**src/design/tsc_pkg.sv**
```systemverilog
// shared types and constants for the toml text syntax checker
// no dependencies; used by the top, front, queue and back modules
`timescale 1ns / 1ps

package tsc_pkg;

    // nesting limit and depth counter width
    localparam int MAX_NESTING = 255;
    localparam int DEPTH_W     = $clog2(MAX_NESTING + 1);

    // front to back queue
    localparam int Q_DEPTH = 2;
    localparam int Q_PTR_W = (Q_DEPTH > 1) ? $clog2(Q_DEPTH) : 1;
    localparam int Q_CNT_W = $clog2(Q_DEPTH + 1);

    // byte codes that the checker reacts to
    localparam logic [7:0] CH_QUOTE  = 8'h22;
    localparam logic [7:0] CH_BSLASH = 8'h5C;
    localparam logic [7:0] CH_HASH   = 8'h23;
    localparam logic [7:0] CH_LBR    = 8'h5B;
    localparam logic [7:0] CH_RBR    = 8'h5D;
    localparam logic [7:0] CH_NL     = 8'h0A;
    localparam logic [7:0] CH_EQ     = 8'h3D;
    localparam logic [7:0] CH_US     = 8'h5F;
    localparam logic [7:0] CH_SPACE  = 8'h20;
    localparam logic [7:0] CH_TAB    = 8'h09;
    localparam logic [7:0] CH_CR     = 8'h0D;

    // classification of one byte
    typedef struct packed {
        logic quote;
        logic bslash;
        logic hash;
        logic lbr;
        logic rbr;
        logic nl;
        logic eq;
        logic ws;
        logic word;     // alphanumeric or underscore
    } byte_class_t;

    // one queued byte
    typedef struct packed {
        byte_class_t cls;
        logic        last;
    } q_entry_t;

    // checker state proper
    typedef struct packed {
        logic               string_mode;
        logic               comment_mode;
        logic               skip_following;
        logic [DEPTH_W-1:0] depth;
        logic               table_open;
        logic               line_start;
        logic               error_seen;
    } chk_state_t;

    localparam chk_state_t CHK_RESET = '{
        string_mode:    1'b0,
        comment_mode:   1'b0,
        skip_following: 1'b0,
        depth:          '0,
        table_open:     1'b0,
        line_start:     1'b1,
        error_seen:     1'b0
    };

endpackage

```
**src/design/toml_text_syntax_checker_top.sv**
```systemverilog
// toml text syntax checker: one byte a cycle in, one verdict a text out,
// while the queue has room; the back end holds the queue once per text for
// the final check of the last byte, which has no lookahead.
// the verdict follows the last byte's transfer through the queue register,
// the lookahead register and the output register; stalls delay it.
// reset clears the queue, the syntax state and any pending verdict.
`timescale 1ns / 1ps

module toml_text_syntax_checker_top (
    input  logic       clk,
    input  logic       rst_n,
    input  logic       in_valid,
    output logic       in_ready,
    input  logic [7:0] text_byte,
    input  logic       end_of_text,
    output logic       out_valid,
    input  logic       out_ready,
    output logic       is_valid
);

    tsc_pkg::q_entry_t push_entry;
    tsc_pkg::q_entry_t head;
    logic              push;
    logic              pop;
    logic              q_full;
    logic              q_not_empty;

    // classify and accept
    tsc_front u_front (
        .in_valid    (in_valid),
        .in_ready    (in_ready),
        .text_byte   (text_byte),
        .end_of_text (end_of_text),
        .q_full      (q_full),
        .push        (push),
        .entry       (push_entry)
    );

    // decoupling queue
    tsc_queue u_queue (
        .clk        (clk),
        .rst_n      (rst_n),
        .push       (push),
        .push_entry (push_entry),
        .full       (q_full),
        .pop        (pop),
        .not_empty  (q_not_empty),
        .head       (head)
    );

    // syntax state and verdict
    tsc_back u_back (
        .clk         (clk),
        .rst_n       (rst_n),
        .q_not_empty (q_not_empty),
        .head        (head),
        .pop         (pop),
        .out_valid   (out_valid),
        .out_ready   (out_ready),
        .is_valid    (is_valid)
    );

endmodule

```
**src/design/tsc_front.sv**
```systemverilog
// front end: accepts text bytes and classifies them for the queue
// depends on tsc_pkg
`timescale 1ns / 1ps

module tsc_front (
    input  logic              in_valid,
    output logic              in_ready,
    input  logic [7:0]        text_byte,
    input  logic              end_of_text,
    input  logic              q_full,
    output logic              push,
    output tsc_pkg::q_entry_t entry
);

    logic is_alpha;
    logic is_digit;

    // accept whenever the queue has room
    assign in_ready = !q_full;
    assign push     = in_valid && !q_full;

    // character classes
    assign is_digit = (text_byte >= 8'h30) && (text_byte <= 8'h39);
    assign is_alpha = ((text_byte >= 8'h41) && (text_byte <= 8'h5A)) ||
                      ((text_byte >= 8'h61) && (text_byte <= 8'h7A));

    always_comb
    begin
        entry.cls.quote  = (text_byte == tsc_pkg::CH_QUOTE);
        entry.cls.bslash = (text_byte == tsc_pkg::CH_BSLASH);
        entry.cls.hash   = (text_byte == tsc_pkg::CH_HASH);
        entry.cls.lbr    = (text_byte == tsc_pkg::CH_LBR);
        entry.cls.rbr    = (text_byte == tsc_pkg::CH_RBR);
        entry.cls.nl     = (text_byte == tsc_pkg::CH_NL);
        entry.cls.eq     = (text_byte == tsc_pkg::CH_EQ);
        entry.cls.ws     = (text_byte == tsc_pkg::CH_SPACE) ||
                           ((text_byte >= tsc_pkg::CH_TAB) && (text_byte <= tsc_pkg::CH_CR));
        entry.cls.word   = is_alpha || is_digit || (text_byte == tsc_pkg::CH_US);
        entry.last       = end_of_text;
    end

endmodule

```
**src/design/tsc_queue.sv**
```systemverilog
// short queue of classified bytes between front and back
// depends on tsc_pkg
`timescale 1ns / 1ps

module tsc_queue (
    input  logic              clk,
    input  logic              rst_n,
    input  logic              push,
    input  tsc_pkg::q_entry_t push_entry,
    output logic              full,
    input  logic              pop,
    output logic              not_empty,
    output tsc_pkg::q_entry_t head
);

    tsc_pkg::q_entry_t              entry_reg [tsc_pkg::Q_DEPTH];
    logic [tsc_pkg::Q_PTR_W-1:0]    wr_ptr_reg, wr_ptr_next;
    logic [tsc_pkg::Q_PTR_W-1:0]    rd_ptr_reg, rd_ptr_next;
    logic [tsc_pkg::Q_CNT_W-1:0]    count_reg, count_next;

    assign full      = (count_reg == tsc_pkg::Q_CNT_W'(tsc_pkg::Q_DEPTH));
    assign not_empty = (count_reg != '0);
    assign head      = entry_reg[rd_ptr_reg];

    // pointer and fill count update
    always_comb
    begin
        wr_ptr_next = wr_ptr_reg;
        rd_ptr_next = rd_ptr_reg;
        count_next  = count_reg;
        if (push)
        begin
            wr_ptr_next = (wr_ptr_reg == tsc_pkg::Q_PTR_W'(tsc_pkg::Q_DEPTH - 1)) ?
                          '0 : wr_ptr_reg + 1'b1;
        end
        if (pop)
        begin
            rd_ptr_next = (rd_ptr_reg == tsc_pkg::Q_PTR_W'(tsc_pkg::Q_DEPTH - 1)) ?
                          '0 : rd_ptr_reg + 1'b1;
        end
        if (push && !pop)
        begin
            count_next = count_reg + 1'b1;
        end
        else if (pop && !push)
        begin
            count_next = count_reg - 1'b1;
        end
    end

    always_ff @(posedge clk or negedge rst_n)
    begin
        if (!rst_n)
        begin
            wr_ptr_reg <= '0;
            rd_ptr_reg <= '0;
            count_reg  <= '0;
        end
        else
        begin
            wr_ptr_reg <= wr_ptr_next;
            rd_ptr_reg <= rd_ptr_next;
            count_reg  <= count_next;
        end
    end

    // storage, no reset needed
    always_ff @(posedge clk)
    begin
        if (push)
        begin
            entry_reg[wr_ptr_reg] <= push_entry;
        end
    end

endmodule

```
**src/design/tsc_back.sv**
```systemverilog
// back end: one byte of lookahead, syntax state update and verdict register
// depends on tsc_pkg
`timescale 1ns / 1ps

module tsc_back (
    input  logic              clk,
    input  logic              rst_n,
    input  logic              q_not_empty,
    input  tsc_pkg::q_entry_t head,
    output logic              pop,
    output logic              out_valid,
    input  logic              out_ready,
    output logic              is_valid
);

    tsc_pkg::chk_state_t  st_reg, st_next;
    tsc_pkg::byte_class_t held_reg, held_next;
    logic                 held_present_reg, held_present_next;
    logic                 prev_bs_reg, prev_bs_next;
    logic                 prev_ws_reg, prev_ws_next;
    logic                 finish_reg, finish_next;
    logic                 out_valid_reg, out_valid_next;
    logic                 is_valid_reg, is_valid_next;
    tsc_pkg::chk_state_t  fin_state;
    logic                 slot_free;

    // state update for one held byte h, earlier byte flags and lookahead n
    function automatic tsc_pkg::chk_state_t check_byte(
        input tsc_pkg::chk_state_t  s,
        input tsc_pkg::byte_class_t h,
        input logic                 p_bs,
        input logic                 p_ws,
        input logic                 has_next,
        input tsc_pkg::byte_class_t n
    );
        tsc_pkg::chk_state_t r;
        logic                fail;
        r    = s;
        fail = 1'b0;
        if (s.error_seen)
        begin
            r = s;
        end
        else if (s.skip_following)
        begin
            r.skip_following = 1'b0;
        end
        else if (s.comment_mode)
        begin
            if (h.nl)
            begin
                r.comment_mode = 1'b0;
            end
        end
        else if (h.quote && !p_bs)
        begin
            r.string_mode = !s.string_mode;
        end
        else if (s.string_mode)
        begin
            r = s;
        end
        else if (h.hash)
        begin
            r.comment_mode = 1'b1;
            r.line_start   = 1'b1;
        end
        else
        begin
            // opening brackets
            if (h.lbr)
            begin
                if (has_next && n.lbr)
                begin
                    if (s.table_open || (s.depth != '0))
                    begin
                        fail = 1'b1;
                    end
                    else
                    begin
                        r.skip_following = 1'b1;
                        r.table_open     = 1'b1;
                    end
                end
                else if (s.depth >= tsc_pkg::DEPTH_W'(tsc_pkg::MAX_NESTING))
                begin
                    fail = 1'b1;
                end
                else
                begin
                    r.depth = s.depth + 1'b1;
                end
            end
            // closing brackets
            if (h.rbr)
            begin
                if (has_next && n.rbr)
                begin
                    if (!s.table_open)
                    begin
                        fail = 1'b1;
                    end
                    else
                    begin
                        r.skip_following = 1'b1;
                        r.table_open     = 1'b0;
                    end
                end
                else if (s.depth == '0)
                begin
                    fail = 1'b1;
                end
                else
                begin
                    r.depth = s.depth - 1'b1;
                end
            end
            // first significant byte of a line
            if (!fail && s.line_start && !h.ws && !h.lbr && !h.hash)
            begin
                if (!h.word)
                begin
                    fail = 1'b1;
                end
                else
                begin
                    r.line_start = 1'b0;
                end
            end
            if (!fail)
            begin
                if (h.nl)
                begin
                    r.line_start = 1'b1;
                end
                // top-level equals sign needs whitespace both sides
                if (h.eq && (r.depth == '0) && !r.table_open)
                begin
                    if (!(p_ws && has_next && n.ws))
                    begin
                        fail = 1'b1;
                    end
                end
            end
            if (fail)
            begin
                r.error_seen = 1'b1;
            end
        end
        return r;
    endfunction

    assign slot_free = !out_valid_reg || out_ready;
    assign pop       = q_not_empty && !finish_reg;
    assign out_valid = out_valid_reg;
    assign is_valid  = is_valid_reg;

    // final check of the last byte, with no lookahead
    assign fin_state = check_byte(st_reg, held_reg, prev_bs_reg, prev_ws_reg, 1'b0,
                                  tsc_pkg::byte_class_t'('0));

    // next state
    always_comb
    begin
        st_next           = st_reg;
        held_next         = held_reg;
        held_present_next = held_present_reg;
        prev_bs_next      = prev_bs_reg;
        prev_ws_next      = prev_ws_reg;
        finish_next       = finish_reg;
        out_valid_next    = out_valid_reg;
        is_valid_next     = is_valid_reg;

        if (out_valid_reg && out_ready)
        begin
            out_valid_next = 1'b0;
        end

        // verdict transfer into the output register, then clear for next text
        if (finish_reg && slot_free)
        begin
            out_valid_next    = 1'b1;
            is_valid_next     = !fin_state.error_seen && !fin_state.string_mode &&
                                (fin_state.depth == '0) && !fin_state.table_open;
            st_next           = tsc_pkg::CHK_RESET;
            held_present_next = 1'b0;
            prev_bs_next      = 1'b0;
            prev_ws_next      = 1'b0;
            finish_next       = 1'b0;
        end

        // new byte from the queue: check the held one against it
        if (pop)
        begin
            if (held_present_reg)
            begin
                st_next      = check_byte(st_reg, held_reg, prev_bs_reg, prev_ws_reg, 1'b1,
                                          head.cls);
                prev_bs_next = held_reg.bslash;
                prev_ws_next = held_reg.ws;
            end
            held_next         = head.cls;
            held_present_next = 1'b1;
            finish_next       = head.last;
        end
    end

    always_ff @(posedge clk or negedge rst_n)
    begin
        if (!rst_n)
        begin
            st_reg           <= tsc_pkg::CHK_RESET;
            held_present_reg <= 1'b0;
            prev_bs_reg      <= 1'b0;
            prev_ws_reg      <= 1'b0;
            finish_reg       <= 1'b0;
            out_valid_reg    <= 1'b0;
        end
        else
        begin
            st_reg           <= st_next;
            held_present_reg <= held_present_next;
            prev_bs_reg      <= prev_bs_next;
            prev_ws_reg      <= prev_ws_next;
            finish_reg       <= finish_next;
            out_valid_reg    <= out_valid_next;
        end
    end

    // payload registers
    always_ff @(posedge clk)
    begin
        held_reg     <= held_next;
        is_valid_reg <= is_valid_next;
    end

endmodule

```
**config.mk**
```make
export PLATFORM = sky130hd
export DESIGN_NAME = toml_text_syntax_checker_top
export DESIGN_NICKNAME = d
export VERILOG_FILES = /design/src/design/tsc_pkg.sv /design/src/design/toml_text_syntax_checker_top.sv /design/src/design/tsc_front.sv /design/src/design/tsc_queue.sv /design/src/design/tsc_back.sv
export SDC_FILE = /design/constraint.sdc
export NUM_CORES = 1
export LEC_CHECK = 0
export ABC_AREA = 0
export BUFFER_PORTS_ARGS = -buffer_cell sky130_fd_sc_hd__buf_2
export CORE_UTILIZATION = 23
export CTS_BUF_LIST = sky130_fd_sc_hd__clkbuf_2 sky130_fd_sc_hd__clkbuf_4 sky130_fd_sc_hd__clkbuf_8
export DETAILED_ROUTE_END_ITERATION = 12
export GPL_TIMING_DRIVEN = 0
export PLACE_DENSITY = 0.36
export RECOVER_POWER = 100
export REMOVE_ABC_BUFFERS = 1
export SLEW_MARGIN = 10
export SYNTH_ARGS = -nofsm -noshare
export SYNTH_HDL_FRONTEND = slang
export SYNTH_SLANG_ARGS = --single-unit
```
**constraint.sdc**
```tcl
create_clock -name clk -period 2.4 [get_ports clk]
set_clock_uncertainty 0.05 [all_clocks]
set_input_delay 0.24 -clock clk [delete_from_list [all_inputs] [get_ports clk]]
set_output_delay 0.24 -clock clk [all_outputs]
set_load 0.005 [all_outputs]
```
==> impl_metrics.py <==
metrics = {
    "worst_setup_path": {
        "critPathMaxFanout": 7,
        "reg2reg_depth": 7,
        "critical_path_required_ns": 2.59,
        "worst-path-stages": 7,
        "crit_arrival_ns": 2.69,
        "cp_num_buf_inv": 1,
        "cpPeakStageDelay_ns": 0.53,
        "crit_chain": "buf_4, or4_4, or4_4, o21a_1, a211oi_2, nand2_1, o31ai_2",
        "critPathTopFamily": "simple AND/OR/NAND/NOR gates",
        "startpoint_type": "register",
        "end_kind": "register",
        "critPathMostFrequentCell": "or4_4",
        "worstSetupPathType": "reg -> reg",
        "crit_slowest_cell": "or4_4",
    },
    "yosys": {
        "syn_area_per_cell_um2": 9.94,
        "synth_cell_types": 62,
        "yosysWarnings": 0,
        "synthAdderAreaFrac_pct": 1.22,
        "synthCells": 309,
        "synth_xor_xnor_area_share_pct": 3.71,
        "synth.top_cell.area_share_pct": 29.3,
        "synth_ff_type": "edfxtp_1",
        "synth_simple_gate_area_share_pct": 21.4,
        "synth_top_family_by_area": "simple AND/OR/NAND/NOR gates",
        "synthTopCellsByArea": "edfxtp_1 29%, dfrtp_1 18%, nand2_1 3.9%",
        "async_reset_ff_share_pct": 43.4,
        "synth-seq-area-share_pct": 48.1,
        "synth.most_common_cell": "nand2_1",
        "synth_edf_count": 30,
        "ys_top_cells_by_count": "32 x nand2_1, 30 x edfxtp_1, 25 x nor2_1",
        "yosysTopAreaCell": "edfxtp_1",
        "synth_compound_area_share_pct": 16.5,
        "muxShareOfSynthArea_pct": 5.34,
        "synth-seq-cells": 53,
        "syn_area_mm2": 0.00307,
    },
    "cts": {
        "cts-htree-levels": 2,
        "tritoncts": "built",
        "cts.sinks": 53,
        "clk_latency_ns": 0.32,
        "cts-buffers-inserted": 5,
        "clockBufferDepth": 2,
        "clockRootBuffer": "clkbuf_8",
        "path_clk_slew_ns": 0.11,
    },
    "die": {
        "rows": 41,
        "die_height_um": 118,
        "fp.dieArea_mm2": 0.0138,
        "fp.coreArea_mm2": 0.0128,
        "start_util_pct": 24.0,
        "ios": 16,
        "fp.dieW_um": 118,
    },
    "power_and_ir_drop": {
        "finalPower_mw": 5.89,
        "powerDensity_mw_per_mm2": 1580,
        "vdd_ir_drop_max_mv": 0.338,
        "power_leakage_nw": 1.38,
    },
    "min_path": {
        "hold_depth": 1,
        "hp-class": "in -> reg",
    },
    "sta": {
        "fmax_ghz": 0.399,
        "fin_ws_ns": -0.107,
        "setup_viol": 2,
        "rsz0062_at_grt": "yes",
        "fin_crit_sh_pct": 104,
        "min_period_ns": 2.51,
        "worstMarginPinSlew_ns": 1.31,
        "max_slew_margin_pct": 12.7,
        "slew_viol_final": 0,
        "finalHoldViolations": 0,
    },
    "placement": {
        "port_buffers": 15,
        "post-place-ws_ns": -0.725,
        "gp_congestion": 0.775,
        "dp_hpwl_mm": 5.57,
    },
    "global_routing": {
        "grt_antenna_before_repair": 0,
        "grt_usage_pct": 12.1,
        "grt_pass1_wl_mm": 13.3,
        "grt_pass1_vias": 2464,
        "grt_max_degree": 24,
        "overflow": 0,
    },
    "final_layout": {
        "syn_to_final_growth_pct": 21.1,
        "fill_cells": 1382,
        "largest_reg_flops": 20,
        "multi_input_area_mm2": 0.00160,
        "n_antenna_cell": 0,
        "ff_latch_area_mm2": 0.00149,
        "nNetsFinal": 354,
        "drive_gt1_share_pct": 23.0,
    },
    "detailed_routing": {
        "vias": 2481,
        "finalWirelength_mm": 7.96,
        "wire_per_inst_um": 15.6,
        "drtIter0Drc": 153,
        "remaining_drc_errors": 0,
        "viasPerCell": 4.86,
        "postRouteAntennaNets": 0,
        "first_pass_iters": 4,
    },
    "run_status": {
        "violations": "negative setup slack",
        "outcome": "complete, but fails checks",
    },
    "flow_run": {
        "drv_cap": 0,
    },
}
==> final timing paths <==
path / from / end / slack [ns]
max: u_back.st_reg[3] / u_back.st_reg[0] / -0.11
min: end_of_text / u_queue.entry_reg[0][0] / 0.08
min reg2reg: u_back.held_reg[7] / u_back.prev_bs_reg / 0.41
min in group asynchronous: rst_n / u_queue.wr_ptr_reg / 0.66
max in group asynchronous: rst_n / u_queue.rd_ptr_reg / 0.71
max reg2reg: u_back.st_reg[3] / u_back.st_reg[0] / -0.11
==> cell type report <==
type / instances / area share (%)
repair buffers: 37 / 6.29
inverters: 15 / 1.58
multi-input cells: 226 / 43.0
clock inverters: 3 / 1.35
clock buffers: 5 / 1.85
flip-flops and latches: 53 / 40.1
well taps: 172 / 5.79
==> layout by cell type, fill, tap and decap left out, types with 3 or more instances in the layout <==
cell,synthesis,layout
o211ai_1,4,4
nor4_1,6,5
dfrtp_1,22,13
nor2_1,25,25
xnor2_1,10,10
a21oi_1,9,9
nand2_1,32,31
mux2_1,1,3
xor2_1,3,3
nand3_1,19,19
nor3_1,13,12
o31ai_1,4,4
o21ai_1,9,9
nand2b_1,8,8
buf_2,3,8
and3_1,6,6
edfxtp_1,30,30
mux2_2,8,5
inv_2,2,4
or4_4,2,3
nand4_1,4,4
a211oi_1,7,5
inv_1,13,10
dfrtp_2,0,8
clkbuf_1,9,7
buf_4,0,21
o21ai_0,6,6
clkbuf_8,0,5
==> power breakdown <==
group	switching, mW	internal [mW]	total, mW	leakage, nW
logic	1.86	1.60	3.47	0.747
clock network	0.346	0.321	0.667	0.0603
registers	0.376	1.39	1.76	0.572
total	2.59	3.31	5.89	1.38
==> cells by family (layout without fill, tap and decap cells) <==
kind of cell    count (synthesis)  after routing
simple gates                  129            129
compound gates                 67             67
flops                          53             53
buf+inv                        30             60
mux                            14             14
xor+xnor                       13             13
fa+ha+maj                       3              3
==> metal layers <==
| metal | track usage [%] | part of all wire (%) | vias up |
|---|---|---|---|
| li1 | - | - | 1218 |
| met1 | 16.7 | 49 | 1199 |
| met2 | 19.3 | 46 | 54 |
| met3 | 1.99 | 2.9 | 10 |
| met4 | 3.85 | 1.6 | 0 |
| met5 | 0 | 0 | - |
==> repair_timing <==
item / 4_1_cts / 5_1_grt
setup buffers: 19 / 2
gates cloned: 0 / 0
resized for setup: 29 / 10
endpoints found under the hold margin: 22 / 0
hold buffers: 1 / 0
setup endpoints to repair: 10 / 11
pin swaps: 5 / 1
==> stage by stage <==
step / hold slack (ns) / TNS, ns / instances / util [%] / cell area (um2)
6_report: 0.0844 / -0.129 / 511 / 29.0 / 3720
5_1_grt: 0.0872 / -0.719 / 511 / 29.0 / 3720
4_1_cts: 0.0557 / -0.0943 / 509 / 28.7 / 3680
3_5_place_dp: 0.222 / -3.53 / 481 / 25.7 / 3300
3_3_place_gp: 0.223 / -3.74 / 481 / 25.7 / 3300
2_1_floorplan: -0.106 / -0.207 / 294 / - / 3010
Note: power is estimated with default switching activity, not from simulation.
